`src/sv/modexp_pkg.sv`:
```
package modexp_pkg;
  localparam int OPERAND_WIDTH_DEF = 32;

  typedef struct packed {
    logic load;
    logic mul_start;
    logic mul_sel_acc;
    logic red_start;
  } modexp_cmd_t;

  typedef struct packed {
    logic mul_done;
    logic exp_zero;
    logic exp_lsb;
  } modexp_sts_t;
endpackage

```
`src/sv/modexp_datapath.sv`:
```
module modexp_datapath
  import modexp_pkg::*;
#(
  parameter int OperandWidth = OPERAND_WIDTH_DEF
) (
  input  logic                    clk,
  input  logic                    rst_n,
  input  modexp_cmd_t             cmd,
  output modexp_sts_t             sts,
  input  logic [OperandWidth-1:0] base_i,
  input  logic [OperandWidth-1:0] exp_i,
  input  logic [OperandWidth-1:0] mod_i,
  output logic [OperandWidth-2:0] acc_o
);
  localparam int VW = OperandWidth - 1;
  localparam int CW = $clog2(OperandWidth + 1);

  logic [VW-1:0] m_r, acc_r, sq_r, e_r;
  logic [VW-1:0] ma_r, mb_r, mp_r;
  logic [VW:0]   ma2, mp_sum;
  logic [VW-1:0] ma_nxt, mp_nxt;
  logic [CW-1:0] cnt_r;
  logic          busy_r, red_r, sel_r, done_r;

  // shift-and-add modular multiply; the base is reduced first by a separate
  // bit-serial remainder: a % m computed as a*1 mod m needs a<m, so reduce
  // by restoring division instead (red mode): rem = rem*2 + bit, minus m
  assign ma2    = {ma_r, 1'b0};
  assign ma_nxt = (ma2 >= {1'b0, m_r}) ? VW'(ma2 - {1'b0, m_r}) : ma_r << 1;
  assign mp_sum = {1'b0, mp_r} + {1'b0, ma_r};
  assign mp_nxt = (mp_sum >= {1'b0, m_r}) ? VW'(mp_sum - {1'b0, m_r}) : mp_r + ma_r;

  logic [VW:0] rs;
  assign rs = {mp_r, mb_r[VW-1]};

  // one-cycle pulse after the last step of a multiply or remainder
  always_ff @(posedge clk) begin
    if (!rst_n) begin
      done_r <= 1'b0;
    end else begin
      done_r <= busy_r && !cmd.load && !cmd.red_start && !cmd.mul_start &&
                (cnt_r == CW'(1));
    end
  end

  always_ff @(posedge clk) begin
    if (!rst_n) begin
      busy_r <= 1'b0;
    end else if (cmd.load) begin
      m_r   <= mod_i[VW-1:0];
      e_r   <= exp_i[VW-1:0];
      acc_r <= VW'(1);
      sq_r  <= base_i[VW-1:0];
    end else if (cmd.red_start) begin
      busy_r <= 1'b1; red_r <= 1'b1;
      mp_r <= '0; mb_r <= sq_r; cnt_r <= CW'(VW);
    end else if (cmd.mul_start) begin
      busy_r <= 1'b1; red_r <= 1'b0; sel_r <= cmd.mul_sel_acc;
      mp_r <= '0; ma_r <= sq_r; mb_r <= cmd.mul_sel_acc ? acc_r : sq_r;
      cnt_r <= CW'(VW);
    end else if (busy_r) begin
      if (red_r) begin
        mp_r <= (rs >= {1'b0, m_r}) ? VW'(rs - {1'b0, m_r}) : VW'(rs);
        mb_r <= mb_r << 1;
      end else begin
        if (mb_r[0]) mp_r <= mp_nxt;
        ma_r <= ma_nxt;
        mb_r <= mb_r >> 1;
      end
      cnt_r <= cnt_r - 1'b1;
      if (cnt_r == CW'(1)) begin
        busy_r <= 1'b0;
      end
    end else if (done_r) begin
      if (red_r) sq_r <= mp_r;
      else if (sel_r) acc_r <= mp_r;
      else begin
        sq_r <= mp_r;
        e_r  <= e_r >> 1;
      end
    end
  end

  assign sts.mul_done = done_r;
  assign sts.exp_zero = (e_r == '0);
  assign sts.exp_lsb  = e_r[0];
  assign acc_o        = acc_r;
endmodule

```
`src/sv/modexp_ctrl.sv`:
```
module modexp_ctrl
  import modexp_pkg::*;
(
  input  logic        clk,
  input  logic        rst_n,
  input  logic        start,
  input  logic        fast,
  output logic        busy,
  output logic        finish,
  input  modexp_sts_t sts,
  output modexp_cmd_t cmd
);
  localparam logic [2:0] S_IDLE = 3'd0, S_RED = 3'd1, S_RWAIT = 3'd2, S_TEST = 3'd3,
                         S_MWAIT = 3'd4, S_SQ = 3'd5, S_SWAIT = 3'd6, S_FIN = 3'd7;
  logic [2:0] st_r, st_nxt;

  always_ff @(posedge clk) begin
    if (!rst_n) st_r <= S_IDLE;
    else st_r <= st_nxt;
  end

  always_comb begin
    st_nxt = st_r;
    cmd = '0;
    finish = 1'b0;
    case (st_r)
      S_IDLE: if (start) begin
        cmd.load = 1'b1;
        st_nxt = fast ? S_FIN : S_RED;
      end
      S_RED: begin cmd.red_start = 1'b1; st_nxt = S_RWAIT; end
      S_RWAIT: if (sts.mul_done) st_nxt = S_TEST;
      S_TEST: begin
        if (sts.exp_zero) st_nxt = S_FIN;
        else if (sts.exp_lsb) begin
          cmd.mul_start = 1'b1; cmd.mul_sel_acc = 1'b1; st_nxt = S_MWAIT;
        end else st_nxt = S_SQ;
      end
      S_MWAIT: if (sts.mul_done) st_nxt = S_SQ;
      S_SQ: begin cmd.mul_start = 1'b1; st_nxt = S_SWAIT; end
      S_SWAIT: if (sts.mul_done) st_nxt = S_TEST;
      S_FIN: begin finish = 1'b1; st_nxt = S_IDLE; end
      default: st_nxt = S_IDLE;
    endcase
  end

  assign busy = (st_r != S_IDLE);
endmodule

```
`src/sv/modular_exponentiation.sv`:
```
// Modular exponentiation x^y mod z, right-to-left square-and-multiply. One
// operand transfer gives one result transfer. The base is first reduced by a
// bit-serial restoring remainder, then each exponent bit costs a squaring
// plus, when set, a multiply into the accumulator, all in the shared
// shift-and-add unit. Negative operands, zero exponent and modulus of 0 or
// 1 skip the unit; negative operands and a zero modulus with a nonzero
// exponent give out_valid_res low and a zero result, the rest a valid one.
// One item at a time: the input is ready again the cycle after the result
// transfer.
module modular_exponentiation
  import modexp_pkg::*;
#(
  parameter int OPERAND_WIDTH = OPERAND_WIDTH_DEF
) (
  input  logic                     clk,
  input  logic                     rst_n,
  input  logic                     in_valid,
  output logic                     in_ready,
  input  logic [OPERAND_WIDTH-1:0] in_base,
  input  logic [OPERAND_WIDTH-1:0] in_exponent,
  input  logic [OPERAND_WIDTH-1:0] in_modulus,
  output logic                     out_valid,
  input  logic                     out_ready,
  output logic [30:0]              out_power_mod,
  output logic                     out_valid_res
);
  localparam int W = OPERAND_WIDTH;
  modexp_cmd_t cmd;
  modexp_sts_t sts;
  logic busy, finish, fast, start;
  logic [W-2:0] acc;
  logic sp_r, sv_r;          // special-case outcome captured at the transfer
  logic sp_nxt, sv_nxt, sres_nxt, sres_r;
  logic neg, y0, z0, z1;

  assign neg = in_base[W-1] | in_exponent[W-1] | in_modulus[W-1];
  assign y0  = (in_exponent == '0);
  assign z0  = (in_modulus == '0);
  assign z1  = (in_modulus == W'(1));
  always_comb begin
    sp_nxt = neg | y0 | z0 | z1;
    sv_nxt = !(neg | (!y0 & z0));
    sres_nxt = !neg & y0 & !z0 & !z1;
  end
  assign fast = sp_nxt;

  // accept only when idle and the result register is free
  assign in_ready = !busy && !out_valid;
  assign start = in_valid && in_ready;

  always_ff @(posedge clk) begin
    if (start) begin
      sp_r <= sp_nxt; sv_r <= sv_nxt; sres_r <= sres_nxt;
    end
  end

  always_ff @(posedge clk) begin
    if (!rst_n) out_valid <= 1'b0;
    else if (finish) out_valid <= 1'b1;
    else if (out_ready) out_valid <= 1'b0;
  end

  always_ff @(posedge clk) begin
    if (finish) begin
      out_valid_res <= sp_r ? sv_r : 1'b1;
      out_power_mod <= sp_r ? {30'd0, sres_r} : 31'(acc);
    end
  end

  modexp_ctrl u_ctrl (
    .clk, .rst_n, .start, .fast, .busy, .finish, .sts, .cmd
  );

  modexp_datapath #(.OperandWidth(W)) u_dp (
    .clk, .rst_n, .cmd, .sts,
    .base_i(in_base), .exp_i(in_exponent), .mod_i(in_modulus), .acc_o(acc)
  );
endmodule

```
`config.mk`:
```
export PLATFORM = sky130hd
export DESIGN_NAME = modular_exponentiation
export DESIGN_NICKNAME = d
export VERILOG_FILES = /design/src/sv/modexp_pkg.sv /design/src/sv/modexp_datapath.sv /design/src/sv/modexp_ctrl.sv /design/src/sv/modular_exponentiation.sv
export SDC_FILE = /design/constraint.sdc
export NUM_CORES = 1
export LEC_CHECK = 0
export BUFFER_PORTS_ARGS = -buffer_cell sky130_fd_sc_hd__buf_2
export CAP_MARGIN = 20
export CORE_MARGIN = 1
export CORE_UTILIZATION = 25
export CTS_CLUSTER_DIAMETER = 100
export CTS_CLUSTER_SIZE = 20
export DETAILED_ROUTE_END_ITERATION = 6
export PLACE_DENSITY = 0.36
export SLEW_MARGIN = 20
export SYNTH_ARGS = -nofsm -noshare
export SYNTH_HDL_FRONTEND = slang
export SYNTH_SLANG_ARGS = --single-unit
```
`constraint.sdc`:
```
create_clock -name clk -period 9.5 [get_ports clk]
set_input_delay 1.425 -clock clk [delete_from_list [all_inputs] [get_ports clk]]
set_output_delay 1.425 -clock clk [all_outputs]
set_load 0.01 [all_outputs]
```
==> out/qor.yml <==
clocking:
  ctsRootBufferMaster: "clkbuf_16"
  cts_hold_buf: 0
  path_clk_slew_ns: 0.10
  h-tree-depth: 1
  worstSkewPairLatency_ns: 0.58
  cts_buffers: 22
  cts_tree: "built"
  post_cts_resized: 0
  clk_path_buf_depth: 3
  post_cts_buffers: 0
  cts.sinks: 266
cells_and_area:
  regArea_sq_um: 7930
  area_growth_pct: 14.2
  final_common_cell: "edfxtp_1"
  multi_input_area_sq_um: 9900
  n_fill_cell: 7599
  final_nets: 2214
  layout-drive-gt1-share_pct: 11.6
  final_cell_mix: "260 x edfxtp_1, 225 x nand2_1, 136 x a21oi_1"
sta:
  skew_ns: 0.0364
  max_slew_margin_pct: 39.3
  setup_slack_ns: 3.03
  setup_violations: 0
  tns_ns: 0
  finalCriticalPeriod_ns: 6.47
  drv_slew: 0
  rsz0062_at_grt: "false"
  hold_viol: 0
  fmaxAchievable_ghz: 0.155
  post-route-period-util_pct: 68.1
  tightest_slew_ns: 0.911
global_route:
  grt_overflow: 0
  grt_pass1_wl_mm: 99.4
  antenna_found_initial: 1
  grt_max_degree: 69
  grt_usage_pct: 17.9
  grt_pass1_vias: 14910
route:
  post_drt_via_cell_ratio: 5.11
  wl_per_cell_microns: 23.1
  ant_nets: 0
  drc: 0
  drtIter0Drc: 1049
  totalWireLength_mm: 67.9
  dr_total_vias: 15049
  drtPass1Iterations: 5
floorplanning:
  die_h_microns: 273
  core-area_sq_um: 72000
  ioPinCount: 134
  rows: 98
  fp.dieW_microns: 273
  start_util_pct: 25.4
  die_area_sq_um: 74300
pwr:
  p_leak_nw: 8.15
  power.total_mw: 4.57
  power_density_nw_per_um2: 219
  vdd_ir_drop_max_v: 0.000108
synthesis:
  netlist.area_leader.share_pct: 42.7
  ys_seq_elements: 266
  synthXorXnorAreaFrac_pct: 4.88
  ys_top_cells_by_area: "edfxtp_1 43%, ha_1 8.6%, nand2_1 4.7%"
  synth_warnings: 0
  synth_edf_count: 260
  avgSynthCellArea_sq_um: 9.76
  synth-async-reset-ratio_pct: 0
  synth_flop_cell: "edfxtp_1"
  yosys.area_share.adder_pct: 9.05
  synth_top_area_cell: "edfxtp_1"
  synth_fp_nets: 2104
  synth_area_sq_um: 18300
  synth_compound_area_share_pct: 19.4
  syn_inst: 1874
  synthMuxAreaShare_pct: 4.16
  seq_area_frac_synth_pct: 43.3
  yosys.area_share.simple_pct: 16.2
  synth_top_family_by_area: "compound AO/OA/AOI/OAI gates"
  ys_types: 79
run:
  cap_violations: 0
critical_path:
  worstPathMaxFanout: 24
  crit_path_end_kind: "flip-flop"
  worstPathArrival_ns: 6.88
  worst_ep_required_time_ns: 9.91
  startpoint_type: "flip-flop"
  worstSetupPathType: "reg2reg"
status:
  status: "completed"
placement:
  io_buffer_count: 133
  gp_congestion: 0.861
  place_ws_ns: 2.75
  dp_hpwl_mm: 52.3
min_path:
  hold_class: "reg2reg"
[registers in the layout (all words and copies together), names as in the netlist, 3 cells and up]
name	cells
u_dp.ma_r	31
u_ctrl.st_r	3
u_dp.mp_r	31
u_dp.cnt_r	6
u_dp.acc_o	31
u_dp.e_r	31
out_power_mod	31
u_dp.m_r	31
u_dp.sq_r	31
u_dp.mb_r	31
[final timing paths]
path	startpoint	slack, ns	to	depth (start not counted)
worst max-delay path	u_dp.ma_r[0]	3.03	u_dp.mp_r[22]	20
worst min register to register	u_dp.busy_r	0.51	u_dp.busy_r	2
worst min-delay path	u_dp.busy_r	0.51	u_dp.busy_r	2
worst max register to register	u_dp.ma_r[0]	3.03	u_dp.mp_r[22]	20
[per-stage QoR]
step	utilization, %	cells	cell area [sq um]	hold slack, ns
floorplan	-	1874	18300	0.466
global placement	28.0	2909	20100	0.501
detailed placement	28.0	2909	20100	0.500
CTS	29.0	2944	20900	0.513
global route	29.0	2945	20900	0.558
finish	29.0	2946	20900	0.510
[critical path, stage by stage (launching register included)]
cell and delay, ns:
edfxtp_1 0.46, ha_1 0.26, fa_1 0.41, a21oi_1 0.26, o21ai_1 0.15, a41o_1 0.32, a311oi_2 0.43, a21oi_1 0.20
a21oi_1 0.20, xnor2_1 0.19, ha_1 0.37, nand4_1 0.17, nor2_1 0.07, a211o_1 0.25, a221oi_1 0.33, a211oi_1 0.15
a211oi_1 0.68, nand2_2 0.61, and3_1 0.39, a221o_1 0.29, nor2_1 0.10
[cells in the mapped netlist (all sizes together), types with 32 or more instances]
library cell / instances
xnor2: 65
o21ai: 105
a211oi: 37
inv: 70
a21oi: 140
nor2: 106
o22ai: 32
ha: 126
nor2b: 48
clkbuf: 58
nor4: 32
a21o: 70
xor2: 37
and2: 43
nand2: 229
mux2i: 75
edfxtp: 260
[kinds of logic (layout without fill, tap and decap cells)]
family          Yosys count  in the layout
flops                   266            266
simple gates            615            615
compound gates          543            543
buf+inv                 142            263
fa+ha+maj               130            130
other cells               0              1
xor+xnor                102            102
mux                      76             76
[power breakdown]
group	total [mW]	switching [mW]	internal [mW]	leakage (nW)
Sequential	1.59	0.0939	1.49	2.44
Clock	1.01	0.533	0.477	0.348
Combinational	1.97	1.24	0.734	5.36
[area by class of cell]
type,count,area share [%]
diodes,1,0.0120
multi-input cells,1466,47.4
repair buffers,157,4.14
clock buffers,22,2.64
well taps,950,5.69
inverters,71,1.28
clock inverters,13,0.910
flip-flops and latches,266,37.9
[per-layer routing]
metal | share of wire, % | global-route usage (%) | vias up | wire length, microns
met2 | 44 | 27.3 | 341 | 29800
met1 | 50 | 26.9 | 7396 | 34100
met5 | 0 | 0 | - | 0
met4 | 2.5 | 4.41 | 0 | 1670
met3 | 3.5 | 1.61 | 66 | 2410
li1 | - | - | 7246 | -
No activity file was read; power rests on OpenSTA's default activity.
